[src/rtl/core/spa_pkg.sv]
// spa_pkg: shared constants, types and helpers of the slot pool allocator
// no dependencies; imported by every module of the block
`default_nettype none

package spa_pkg;

	localparam int SLOTS     = 512;
	localparam int SLOT_W    = $clog2(SLOTS);
	localparam int LINK_W    = $clog2(SLOTS + 1);
	localparam int SLOT_IO_W = 9;
	localparam int CMP_W     = SLOT_IO_W + LINK_W;
	localparam int TDATA_W   = ((SLOT_IO_W + 7) / 8) * 8;
	localparam int TUSER_M_W = 2;

	// link code meaning no slot
	localparam logic [LINK_W-1:0] NONE_LINK = LINK_W'(SLOTS);

	localparam logic FUNC_ALLOC      = 1'b0;
	localparam logic FUNC_FREE       = 1'b1;
	localparam logic STATUS_OK       = 1'b0;
	localparam logic STATUS_INACTIVE = 1'b1;

	typedef enum logic [2:0] {
		S_IDLE,
		S_REL_CHK,
		S_REL_W2,
		S_ALLOC_RD,
		S_ALLOC_CHK,
		S_ALLOC_W2,
		S_DONE
	} state_t;

	typedef enum logic [1:0] {
		RA_IN_SLOT,
		RA_FREE_HEAD,
		RA_OLDEST
	} rd_sel_t;

	typedef struct packed {
		logic    accept;
		logic    rd_en;
		rd_sel_t rd_sel;
		logic    rel_w1;
		logic    rel_w2;
		logic    alc_w1;
		logic    alc_w2;
		logic    out_load;
		logic    res_guard;
		logic    res_echo;
		logic    res_reclaimed;
		logic    res_status;
	} cmd_t;

	typedef struct packed {
		logic rd_active;
		logic free_empty;
		logic oldest_none;
	} stat_t;

	function automatic logic link_valid(input logic [LINK_W-1:0] l);
		return l < LINK_W'(SLOTS);
	endfunction

endpackage

`default_nettype wire

[src/rtl/core/spa_ctrl.sv]
// spa_ctrl: sequencer of the slot pool allocator
// depends on spa_pkg; drives the datapath through cmd_t, reads stat_t
`default_nettype none

module spa_ctrl import spa_pkg::*; (
	input  logic  clk,
	input  logic  arst_n,
	input  logic  s_tvalid,
	input  logic  s_func,
	output logic  s_tready,
	output logic  m_tvalid,
	input  logic  m_tready,
	output cmd_t  cmd,
	input  stat_t stat
);

	state_t state_q, state_d;
	logic   free_op_q, free_op_d;
	logic   reclaim_q, reclaim_d;
	logic   bad_q, bad_d;
	logic   guard_q, guard_d;
	logic   out_valid_q;

	always_ff @(posedge clk or negedge arst_n) begin
		if (!arst_n) begin
			state_q     <= S_IDLE;
			free_op_q   <= 1'b0;
			reclaim_q   <= 1'b0;
			bad_q       <= 1'b0;
			guard_q     <= 1'b0;
			out_valid_q <= 1'b0;
		end else begin
			state_q   <= state_d;
			free_op_q <= free_op_d;
			reclaim_q <= reclaim_d;
			bad_q     <= bad_d;
			guard_q   <= guard_d;
			if (cmd.out_load) begin
				out_valid_q <= 1'b1;
			end else if (m_tready) begin
				out_valid_q <= 1'b0;
			end
		end
	end

	always_comb begin
		state_d   = state_q;
		free_op_d = free_op_q;
		reclaim_d = reclaim_q;
		bad_d     = bad_q;
		guard_d   = guard_q;
		s_tready  = 1'b0;
		cmd       = '0;
		cmd.rd_sel        = RA_FREE_HEAD;
		cmd.res_guard     = guard_q;
		cmd.res_echo      = free_op_q;
		cmd.res_reclaimed = reclaim_q;
		cmd.res_status    = bad_q ? STATUS_INACTIVE : STATUS_OK;
		case (state_q)
			S_IDLE: begin
				s_tready = 1'b1;
				if (s_tvalid) begin
					cmd.accept = 1'b1;
					cmd.rd_en  = 1'b1;
					free_op_d  = (s_func == FUNC_FREE);
					reclaim_d  = 1'b0;
					bad_d      = 1'b0;
					guard_d    = 1'b0;
					if (s_func == FUNC_FREE) begin
						cmd.rd_sel = RA_IN_SLOT;
						state_d    = S_REL_CHK;
					end else begin
						cmd.rd_sel = RA_FREE_HEAD;
						state_d    = S_ALLOC_CHK;
					end
				end
			end
			S_REL_CHK: begin
				if (stat.rd_active) begin
					cmd.rel_w1 = 1'b1;
					state_d    = S_REL_W2;
				end else begin
					bad_d   = 1'b1;
					state_d = S_DONE;
				end
			end
			S_REL_W2: begin
				cmd.rel_w2 = 1'b1;
				state_d    = reclaim_q ? S_ALLOC_RD : S_DONE;
			end
			S_ALLOC_RD: begin
				cmd.rd_en  = 1'b1;
				cmd.rd_sel = RA_FREE_HEAD;
				state_d    = S_ALLOC_CHK;
			end
			S_ALLOC_CHK: begin
				if (!stat.free_empty) begin
					cmd.alc_w1 = 1'b1;
					state_d    = S_ALLOC_W2;
				end else if (stat.oldest_none) begin
					guard_d = 1'b1;
					state_d = S_DONE;
				end else begin
					cmd.rd_en  = 1'b1;
					cmd.rd_sel = RA_OLDEST;
					reclaim_d  = 1'b1;
					state_d    = S_REL_CHK;
				end
			end
			S_ALLOC_W2: begin
				cmd.alc_w2 = 1'b1;
				state_d    = S_DONE;
			end
			S_DONE: begin
				if (!out_valid_q || m_tready) begin
					cmd.out_load = 1'b1;
					state_d      = S_IDLE;
				end
			end
			default: begin
				state_d = S_IDLE;
			end
		endcase
	end

	assign m_tvalid = out_valid_q;

endmodule

`default_nettype wire

[config.mk]
export PLATFORM = sky130hd
export DESIGN_NAME = spa_ctrl
export DESIGN_NICKNAME = d
export VERILOG_FILES = /design/src/rtl/core/spa_pkg.sv /design/src/rtl/core/spa_ctrl.sv
export SDC_FILE = /design/constraint.sdc
export NUM_CORES = 1
export LEC_CHECK = 0
export ABC_AREA = 1
export BUFFER_PORTS_ARGS = -buffer_cell sky130_fd_sc_hd__buf_2
export CORE_MARGIN = 5
export CORE_UTILIZATION = 40
export CTS_CLUSTER_SIZE = 40
export DETAILED_ROUTE_END_ITERATION = 10
export PLACE_DENSITY_LB_ADDON = 0.08
export SYNTH_ARGS = -nofsm -noshare
export SYNTH_HDL_FRONTEND = slang
export SYNTH_SLANG_ARGS = --single-unit
[constraint.sdc]
create_clock -name clk -period 1.3 [get_ports clk]
set_input_delay 0.13 -clock clk [delete_from_list [all_inputs] [get_ports clk]]
set_output_delay 0.13 -clock clk [all_outputs]
set_load 0.02 [all_outputs]
# Word level (Yosys, flattened, before mapping)
# Cells that the tools add are included.
# Widths: inputs -> output; s select.
# totals
out_inout_bits	15
mem_bits_ro	0
wordCells	64
latch_bits	0
ram_bits	0
memories	0
regBits	8
input_bits	8
# op_classes
n_reduce_logical	11
n_eq_ne	12
n_lt_le_gt_ge	0
n_mux	35
n_div	0
shift	0
multipliers	0
n_bitwise	0
add_sub_neg	0
# op_table
operator	n
$mux 3	9
$pmux 3 s7	1
$mux 1	20
$ne 2x2->1 const B	6
$eq 3x3->1 const B	3
$pmux 3 s3	1
$reduce_and 4->1	2
$eq 3x2->1 const B	2
$pmux 1 s2	3
$reduce_bool 2->1	3
$mux 4	1
$reduce_and 2->1	2
$eq 3x1->1 const B	1
$logic_not 3->1	1
$reduce_and 3->1	1
$logic_not 1->1	1
$logic_or 1x1->1	1

# Longest topological paths before layout
# Gate-level depths: netlist (run 1).
# depth
word_depth	5
mapped_depth	9
depth_no_buf	8

# Worst setup path after synthesis (run 1)
# No wires, ideal clock.
# synth_path
path_kind	flip-flop to output port
from	register state_q[0]
to	output cmd[11] (netlist bit)
slack_ns	-0.180
required_time_ns	1.170
stages_incl_launch_ff	7
t_arrival_ns	1.350
path_buffers	1
cell_sequence	dfrtp_1 > buf_6 > nor2_4 > inv_2 > nor2_4 > inv_2 > o211ai_1
# synth_lines
item	line	rtl
from (decl)	spa_ctrl.sv:17	state_t state_q, state_d;
from (signal assigned)	spa_ctrl.sv:33	state_q <= state_d;
to (decl)	spa_ctrl.sv:13	output cmd_t cmd,

==> results of run 1 <==
[state kept, by name, indices dropped and copies added (netlist names)]
signal / count
bad_q: 1
state_q: 3
reclaim_q: 1
m_tvalid: 1
guard_q: 1
free_op_q: 1
[worst max path at each step]
stage,to
2_1_floorplan,cmd[11]
3_3_place_gp,cmd[11]
3_5_place_dp,cmd[11]
4_1_cts,cmd[11]
5_1_grt,cmd[11]
6_report,cmd[11]
[area by class of cell]
cell class	instances	share of cell area, %
inverter	16	8.19
clock buffer	3	2.63
sequential	8	23.5
tap	15	2.19
timing repair buffer	33	27.3
multi-input combinational	51	36.1
[kinds of logic (layout without fill, tap and decap cells)]
family / Yosys count / count (layout) / synth area share [%]
and+or+nand+nor: 44 / 44 / 40.4
buffers and inverters: 21 / 52 / 17.6
DFF: 8 / 8 / 34.8
AOI/OAI and AO/OA: 7 / 7 / 7.17
[power breakdown]
part / switching [mW] / leakage [nW] / internal [mW]
Clock: 0.0728 / 0.0138 / 0.105
Sequential: 0.119 / 0.0998 / 0.363
Combinational: 0.901 / 0.365 / 0.680
[stage by stage]
step | hold slack (ns) | power [mW]
2_1_floorplan | -0.166 | 1.37
3_3_place_gp | -0.0176 | 1.68
3_5_place_dp | -0.0187 | 1.69
4_1_cts | 0.0896 | 2.08
5_1_grt | 0.0933 | 2.41
6_report | 0.0864 | 2.24
[cells in the final DEF, fill, tap and decap left out, types with 2 or more instances in the layout]
master and instances:
nand2_1 19, buf_2 14, buf_4 13, inv_1 12, dfrtp_1 7, nand3_1 5, nor2_1 5, buf_6 5
nor2_4 4, clkbuf_4 3, inv_4 2, nand4_1 2, nor3_1 2, o21ai_0 2, a21oi_1 2
[metal layers]
layer / global-route usage (%) / wire, µm / vias to the layer above / share of wire [%]
met3: 2.26 / 133 / 2 / 8.8
met2: 25.6 / 757 / 27 / 50
met4: 4.84 / 10 / 0 / 0.66
met1: 19.2 / 617 / 266 / 41
li1: - / - / 311 / -
met5: 0 / 0 / - / 0
[repair_timing]
action,CTS,global route
hold endpoints to repair,8,0
pin swaps,2,3
hold buffers,1,0
buffers inserted,4,2
setup endpoints to repair,9,13
resized for setup,15,12
==> qor.csv, run 1 <==
stage;metric;value;unit
placed_design;gp_congestion;0.795;
logic_synthesis;synthFlopType;dfrtp_1;
floorplan;die_h;47.9;µm
final_layout;n_fill_cell;120;
final_layout;layout-drive-gt1-share;45.9;%
drt;first_iter_violations;21;
critical_path;cp.arrival;1.40;ns
grt;grt_usage;15.0;%
clock_network;cts_tree;yes;
critical_path;crit_start;state_q[0]$_DFFE_PN0P_;
critical_path;cp.depth;6;
grt;grt_pass1_vias;556;
sta;fin_tns_setup;-1.22;ns
critical_path;r2r_end;state_q[0]$_DFFE_PN0P_;
sta;skew;0.00479;ns
critical_path;worst_r2r_startpoint;state_q[0]$_DFFE_PN0P_;
critical_path;r2r_cells;10;
critical_path;crit_buf_inv;3;
final_layout;area_growth;48.7;%
final_layout;post-route-util;64.2;%
sta;relSlewSlack;82.3;%
grt;antenna_found_initial;0;
critical_path;critical_path_class;register to primary output;
placed_design;port_buffers;22;
grt;grt_first_pass_wirelength;2.39;mm
floorplan;die_x;47.9;µm
final_layout;n_antenna_cell;0;
floorplan;coreArea;1330;µm²
logic_synthesis;synth_top_area_cell;dfrtp_1;
logic_synthesis;synth_area_leaders;dfrtp_1 (35%), nand2_1 (13%), inv_1 (8.5%), nor2_4 (5.9%), nand3_1 (5.2%);
placed_design;dp_cells;117;
critical_path;crit_chain;nor2_4, inv_4, nor2_4, inv_4, o211ai_1, buf_4;
sta;hold_violations;0;
clock_network;clk_path_buf_depth;2;
drt;wl_per_cell;12.0;µm
clock_network;cts_num_sinks;8;
placed_design;pre_cts_slack;0.0357;ns
hold_path;holdPathEnd;m_tvalid$_DFFE_PN0P_;
clock_network;clk_latency;0.24;ns
critical_path;cp.required;1.17;ns
floorplan;start_util;43.2;%
logic_synthesis;synth-seq-cells;8;
final_layout;register_area;201;µm²
final_layout;layout.nets;121;
critical_path;slowest_delay;0.40;ns
logic_synthesis;yosysSeqAreaShare;34.8;%
sta;max_freq;0.655;GHz
critical_path;end_kind;primary output;
pwr;power.density;2620;nW/µm²
final_layout;stdcell_count;126;
drt;post-route-drc-count;0;
final_layout;fin_area;856;µm²
sta;worst_pin_slew;0.264;ns
logic_synthesis;post-synth-top-count-cell;nand2_1;
clock_network;cts_htree_levels;1;
clock_network;clock_tree.root_cell;clkbuf_4;
sta;slew_violations;0;
hold_path;hold_path.class;input port to register;
drt;finalWirelength;1.52;mm
sta;timing.final.ws_setup;-0.227;ns
clock_network;cts_inserted_buffers;3;
grt;gr-total-overflow;0;
critical_path;cp-start-kind;register;
logic_synthesis;synth.top_cell.area_share;34.8;%
pwr;p_leak;0.479;nW
logic_synthesis;synthCells;80;
logic_synthesis;synth_area;576;µm²
sta;finalSetupViolCount;11;
floorplan;rows;13;
logic_synthesis;synth_edf_count;0;
critical_path;rrSetupSlack;-0.08;ns
run_status;violations;negative setup slack;
floorplan;io_pins;23;
final_layout;multi_input_area;309;µm²
hold_path;hold_path_depth;2;
logic_synthesis;avgSynthCellArea;7.19;µm²
logic_synthesis;synthTopCellsByCount;nand2_1 (20), inv_1 (13), dfrtp_1 (8);
drt;drtPass1Iterations;5;
sta;finalCritPeriodShare;117;%
floorplan;die_area;2300;µm²
drt;num_vias;606;
job;maxCapViolCount;0;
logic_synthesis;synthArstFlopShare;100;%
critical_path;path_delay_family;flip-flops;
sta;period_minus_slack;1.53;ns
sta;rsz0062_at_grt;yes;
logic_synthesis;yosys_warnings;0;
clock_network;path_clk_slew;0.05;ns
placed_design;dp_hpwl;1.13;mm
run_status;status;finished, violations left;
pwr;ir_drop;1.25;mV
hold_path;min_from;m_tready;
grt;grt_max_degree;9;
placed_design;placed_cell_area;701;µm²
logic_synthesis;syn_nets;88;
logic_synthesis;ys_types;19;
critical_path;critPathMaxFanout;3;
drt;routed_via_density;4.81;
critical_path;cpMaxStageDelayCell;dfrtp_1;
drt;antenna_left;0;
Note: power is estimated with default switching activity, not from simulation.
==> run 2: changes to the inputs <==
- CELL_PAD_IN_SITES_DETAIL_PLACEMENT: unset -> 1
- CELL_PAD_IN_SITES_GLOBAL_PLACEMENT: unset -> 2
- CORE_ASPECT_RATIO: unset -> 1.2
- CORE_UTILIZATION: 40 -> 24
- SETUP_SLACK_MARGIN: unset -> 0.2
==> run 2 against run 1 <==
  * Total power grew 14%
  * First-iteration DRC count shrank 95%
  * Clock power grew 6%
  * Largest cell class unchanged
  * The flow still finishes with violations (negative setup slack)
  * Register-to-register slack gained 0.03 ns
  * Flip-flop and latch count is the same
  * Global-route usage shrank 3.4 points
==> qor.csv, run 2 (synthesis results as in run 1) <==
stage;metric;value;unit;change
drt;wl_per_cell;12.7;µm;was 12.0 µm
hold_path;min_from;m_tready;;unchanged
sta;skew;0.00198;ns;was 0.00479 ns
final_layout;stdcell_count;149;;was 126
sta;period_minus_slack;1.51;ns;was 1.53 ns
sta;finalCritPeriodShare;117;%;about the same
job;maxCapViolCount;0;;unchanged
placed_design;placed_cell_area;727;µm²;was 701 µm²
placed_design;port_buffers;22;;unchanged
final_layout;layout-drive-gt1-share;56.8;%;was 45.9%
placed_design;gp_congestion;0.707;;was 0.795
drt;first_iter_violations;1;;was 21
grt;grt_max_degree;9;;unchanged
final_layout;area_growth;73.0;%;was 48.7%
floorplan;rows;19;;was 13
sta;worst_pin_slew;0.236;ns;was 0.264 ns
pwr;p_leak;0.525;nW;was 0.479 nW
drt;finalWirelength;1.89;mm;was 1.52 mm
grt;grt_usage;11.6;%;was 15.0%
placed_design;dp_hpwl;1.40;mm;was 1.13 mm
sta;rsz0062_at_grt;yes;;unchanged
clock_network;path_clk_slew;0.05;ns;about the same
critical_path;cp.required;1.17;ns;about the same
clock_network;cts_inserted_buffers;3;;unchanged
critical_path;worst_r2r_startpoint;state_q[1]$_DFFE_PN0P_;;was state_q[0]$_DFFE_PN0P_
hold_path;hold_path.class;input port to register;;unchanged
clock_network;clock_tree.root_cell;clkbuf_4;;unchanged
floorplan;coreArea;2310;µm²;was 1330 µm²
clock_network;cts_num_sinks;8;;unchanged
drt;antenna_left;0;;unchanged
sta;finalSetupViolCount;13;;was 11
floorplan;die_area;3480;µm²;was 2300 µm²
critical_path;end_kind;primary output;;unchanged
critical_path;cp-start-kind;register;;unchanged
final_layout;final_common_cell;nand2_1;;unchanged
sta;fin_tns_setup;-1.36;ns;was -1.22 ns
pwr;power.density;2560;nW/µm²;was 2620 nW/µm²
final_layout;layout.nets;128;;was 121
sta;slew_violations;0;;unchanged
floorplan;start_util;25.0;%;was 43.2%
final_layout;largest_reg_flops;3;;unchanged
clock_network;clk_latency;0.25;ns;was 0.24 ns
clock_network;cts_tree;yes;;unchanged
floorplan;die_h;63.6;µm;was 47.9 µm
drt;routed_via_density;4.28;;was 4.81
final_layout;n_antenna_cell;0;;unchanged
placed_design;pre_cts_slack;0.00643;ns;was 0.0357 ns
critical_path;critPathMaxFanout;3;;unchanged
placed_design;dp_cells;133;;was 117
critical_path;critical_path_class;register to primary output;;unchanged
grt;grt_first_pass_wirelength;2.98;mm;was 2.39 mm
floorplan;die_x;54.7;µm;was 47.9 µm
final_layout;fin_area;996;µm²;was 856 µm²
final_layout;top_register;state_q;;unchanged
pwr;ir_drop;1.21;mV;was 1.25 mV
grt;gr-total-overflow;0;;unchanged
run_status;violations;negative setup slack;;unchanged
final_layout;layout_common_cells;nand2_1 (17), buf_6 (14), buf_2 (13), buf_4 (12), inv_1 (9);;was nand2_1 (19), buf_2 (14), buf_4 (13), inv_1 (12), dfrtp_1 (7)
floorplan;io_pins;23;;unchanged
clock_network;clk_path_buf_depth;2;;unchanged
grt;grt_pass1_vias;693;;was 556
run_status;status;finished, violations left;;unchanged
drt;num_vias;637;;was 606
sta;whs;0.0970;ns;was 0.0864 ns
critical_path;cp.arrival;1.38;ns;was 1.40 ns
sta;relSlewSlack;84.2;%;was 82.3%
sta;hold_violations;0;;unchanged
sta;timing.final.ws_setup;-0.215;ns;was -0.227 ns
drt;post-route-drc-count;0;;unchanged
sta;max_freq;0.660;GHz;was 0.655 GHz
grt;antenna_found_initial;0;;unchanged
clock_network;cts_htree_levels;1;;unchanged
drt;drtPass1Iterations;2;;was 5
critical_path;crit_start;state_q[1]$_DFFE_PN0P_;;was state_q[0]$_DFFE_PN0P_
==> run 2: cell count changes in the layout (fill, tap and decap cells not counted), sizes merged <==
cell | before | now
buf | 32 | 39
==> run 2: worst paths after layout <==
check / to / slack (ns) / cells past startpoint
hold / removal: m_tvalid$_DFFE_PN0P_ / 0.1 / 2
setup reg to reg: state_q[2]$_DFFE_PN0P_ / -0.05 / 10
hold reg to reg: guard_q$_DFFE_PN0P_ / 0.52 / 2
min in group asynchronous: guard_q$_DFFE_PN0P_ / 0.25 / 2
max in group asynchronous: state_q[2]$_DFFE_PN0P_ / 0.87 / 2
setup / recovery: cmd[11] / -0.21 / 6
==> run 2: metrics by stage <==
stage | utilization, % | power, mW
3_3_place_gp | 31.5 | 1.74
3_5_place_dp | 31.5 | 1.74
5_1_grt | 43.2 | 2.77
4_1_cts | 39.8 | 2.34
2_1_floorplan | - | 1.38
6_report | 43.2 | 2.55
==> run 2: layer usage <==
metal	up-vias	wire length [µm]	share of wire, %	track usage [%]
li1	322	-	-	-
met4	0	7	0.37	2.80
met5	-	0	0	0
met2	13	1060	56	19.7
met3	2	68	3.6	3.07
met1	300	754	40	14.0
==> run 2: final cells by class <==
cell class / instances / area, µm²
clock buffers: 3 / 22.5
repair buffers: 40 / 323
inverters: 16 / 72.6
fillers: 303 / 1310
multi-input cells: 51 / 338
flip-flops and latches: 8 / 201
well taps: 31 / 38.8
==> run 2: where the power goes <==
group          internal, mW  switching, mW
Sequential            0.362          0.116
Clock                 0.106         0.0825
Combinational         0.877           1.01
==> run 2: repair_timing <==
action | in CTS | in global routing
resized for setup | 33 | 12
endpoints found under the setup margin | 17 | 17
buffers inserted | 7 | 5
gates cloned | 0 | 0
endpoints found under the hold margin | 8 | 0
pin swaps | 6 | 1
hold buffers | 1 | 0
==> run 2: worst max-delay path, stage by stage (launching register included) <==
cell and delay (ns):
dfrtp_1 0.42, nor2_4 0.13, inv_2 0.07, nor2_4 0.12
inv_4 0.06, o211ai_1 0.16, buf_4 0.17
==> run 3: changes to the inputs <==
- GPL_TIMING_DRIVEN: unset -> 0
==> run 3 against run 2 <==
  * Highest routed layer unchanged
  * Register-to-register slack got worse by 0.15 ns
  * Global-route usage is 0.46 points higher
  * Largest power group unchanged
  * Core utilization is 1.7 points higher
  * Largest cell class is now non-clock buffers
  * Critical path type unchanged
  * The run still ends with negative setup slack left
==> qor.csv, run 3 (synthesis results as in run 1) <==
stage;metric;value;unit;change
run_status;status;finished, violations left;;unchanged
run_status;violations;negative setup slack;;unchanged
pwr;ir_drop;1.14;mV;was 1.21 mV
grt;grt_usage;12.1;%;was 11.6%
sta;skew;0.00192;ns;was 0.00198 ns
final_layout;area_growth;79.8;%;was 73.0%
final_layout;n_antenna_cell;0;;unchanged
placed_design;dp_hpwl;1.39;mm;was 1.40 mm
final_layout;final_common_cell;nand2_1;;unchanged
pwr;p_switching;1.23;mW;was 1.21 mW
floorplan;start_util;25.0;%;unchanged
clock_network;cts_tree;yes;;unchanged
clock_network;clk_path_buf_depth;2;;unchanged
clock_network;cts_inserted_buffers;3;;unchanged
grt;antenna_found_initial;0;;unchanged
drt;post-route-drc-count;0;;unchanged
hold_path;hold_path.class;input port to register;;unchanged
drt;first_iter_violations;1;;unchanged
clock_network;clock_tree.root_cell;clkbuf_4;;unchanged
critical_path;cp-start-kind;register;;unchanged
sta;finalCritPeriodShare;120;%;was 117%
critical_path;cp.arrival;1.43;ns;was 1.38 ns
grt;grt_max_degree;9;;unchanged
floorplan;die_h;63.6;µm;unchanged
final_layout;largest_reg_flops;3;;unchanged
sta;period_minus_slack;1.56;ns;was 1.51 ns
placed_design;port_buffers;22;;unchanged
final_layout;layout_common_cells;nand2_1 (19), buf_4 (17), buf_2 (13), buf_6 (12), inv_1 (11);;was nand2_1 (17), buf_6 (14), buf_2 (13), buf_4 (12), inv_1 (9)
sta;relSlewSlack;79.9;%;was 84.2%
final_layout;layout.nets;132;;was 128
sta;max_freq;0.640;GHz;was 0.660 GHz
drt;finalWirelength;1.92;mm;was 1.89 mm
sta;finalSetupViolCount;16;;was 13
final_layout;layout-drive-gt1-share;57.4;%;was 56.8%
clock_network;clk_latency;0.24;ns;was 0.25 ns
clock_network;path_clk_slew;0.05;ns;about the same
sta;hold_violations;0;;unchanged
floorplan;rows;19;;unchanged
pwr;power.density;2600;nW/µm²;was 2560 nW/µm²
critical_path;critical_path_class;register to primary output;;unchanged
grt;grt_first_pass_wirelength;3.14;mm;was 2.98 mm
placed_design;dp_cells;133;;unchanged
drt;num_vias;670;;was 637
floorplan;die_x;54.7;µm;unchanged
pwr;p_leak;0.548;nW;was 0.525 nW
critical_path;critPathMaxFanout;3;;unchanged
drt;drtPass1Iterations;2;;unchanged
drt;routed_via_density;4.38;;was 4.28
placed_design;gp_congestion;0.695;;was 0.707
critical_path;crit_chain;buf_6, nor2_4, inv_4, nor2_4, inv_4, buf_12, nor2_8, buf_6;;was nor2_4, inv_2, nor2_4, inv_4, o211ai_1, buf_4
floorplan;coreArea;2310;µm²;unchanged
sta;whs;0.0898;ns;was 0.0970 ns
final_layout;top_register;state_q;;unchanged
pwr;p_sw_share;45.5;%;was 47.3%
pwr;p_int;1.47;mW;was 1.34 mW
sta;rsz0062_at_grt;yes;;unchanged
floorplan;io_pins;23;;unchanged
pwr;power.share.sequential;17.9;%;was 18.8%
critical_path;cp.required;1.17;ns;about the same
critical_path;slowest_delay;0.37;ns;was 0.42 ns
placed_design;pre_cts_slack;-0.118;ns;was 0.00643 ns
critical_path;cpMaxStageDelayCell;dfrtp_1;;unchanged
grt;gr-total-overflow;0;;unchanged
final_layout;post-route-util;44.9;%;was 43.2%
grt;grt_pass1_vias;710;;was 693
clock_network;cts_htree_levels;1;;unchanged
drt;wl_per_cell;12.6;µm;was 12.7 µm
critical_path;end_kind;primary output;;unchanged
pwr;power_frac_comb;75.3;%;was 73.9%
sta;slew_violations;0;;unchanged
clock_network;cts_num_sinks;8;;unchanged
sta;worst_pin_slew;0.299;ns;was 0.236 ns
drt;antenna_left;0;;unchanged
final_layout;stdcell_count;153;;was 149
pwr;p_clk_share;6.7;%;was 7.4%
job;maxCapViolCount;0;;unchanged
floorplan;die_area;3480;µm²;unchanged
sta;timing.final.ws_setup;-0.264;ns;was -0.215 ns
## run 3: final timing paths
kind                                              from                     end  slack, ns  cells after the start
min in group asynchronous                       arst_n     guard_q$_DFFE_PN0P_       0.25                      2
worst min register to register     guard_q$_DFFE_PN0P_     guard_q$_DFFE_PN0P_       0.53                      2
worst max-delay path            state_q[0]$_DFFE_PN0P_                 cmd[12]      -0.26                      8
worst min-delay path                          m_tready    m_tvalid$_DFFE_PN0P_       0.09                      2
worst max register to register  state_q[0]$_DFFE_PN0P_   free_op_q$_DFFE_PN0P_      -0.20                     10
max in group asynchronous                       arst_n  state_q[2]$_DFFE_PN0P_       0.87                      2
## run 3: layout make-up
| class | instances | area (µm²) |
|---|---|---|
| plain buffers | 5 | 45.0 |
| clock buffers | 3 | 22.5 |
| fillers | 304 | 1270 |
| inverters | 16 | 70.1 |
| multi-input cells | 51 | 343 |
| flip-flops and latches | 8 | 203 |
| well taps | 31 | 38.8 |
| repair buffers | 39 | 313 |
## run 3: timing repair
| action | 4_1_cts | 5_1_grt |
|---|---|---|
| gates resized for setup | 26 | 15 |
| hold buffers | 1 | 0 |
| setup buffers | 9 | 7 |
| endpoints found under the setup margin | 17 | 19 |
| hold endpoints to repair | 8 | 0 |
| pin swaps | 5 | 7 |
## run 3: stage by stage
step / setup TNS (ns) / instance area (µm²) / power, mW
floorplan: -0.190 / 582 / 1.38
global placement: -0.156 / 731 / 1.72
detailed placement: -0.192 / 731 / 1.73
CTS: -2.21 / 923 / 2.41
global route: -3.83 / 1030 / 2.92
finish: -2.45 / 1030 / 2.69
## run 3: power groups by stage
| stage | sequential (mW) | combinational, mW | clock [mW] |
|---|---|---|---|
| floorplan | 0.458 | 0.926 | 0 |
| global placement | 0.473 | 1.24 | 0 |
| detailed placement | 0.472 | 1.26 | 0 |
| CTS | 0.476 | 1.74 | 0.193 |
| global route | 0.501 | 2.21 | 0.209 |
| finish | 0.483 | 2.03 | 0.181 |
## run 3: critical path: cells and delay by family, from the launching register on
family	cells	cell delay [ns]
flip-flops	1	0.37
AND/OR/NAND/NOR	3	0.33
buffers and inverters	5	0.47
## run 3: metal layers
metal	track usage [%]	wire length (µm)
met3	1.42	55
met4	5.61	21
met5	0	0
met1	14.1	779
met2	20.7	1070
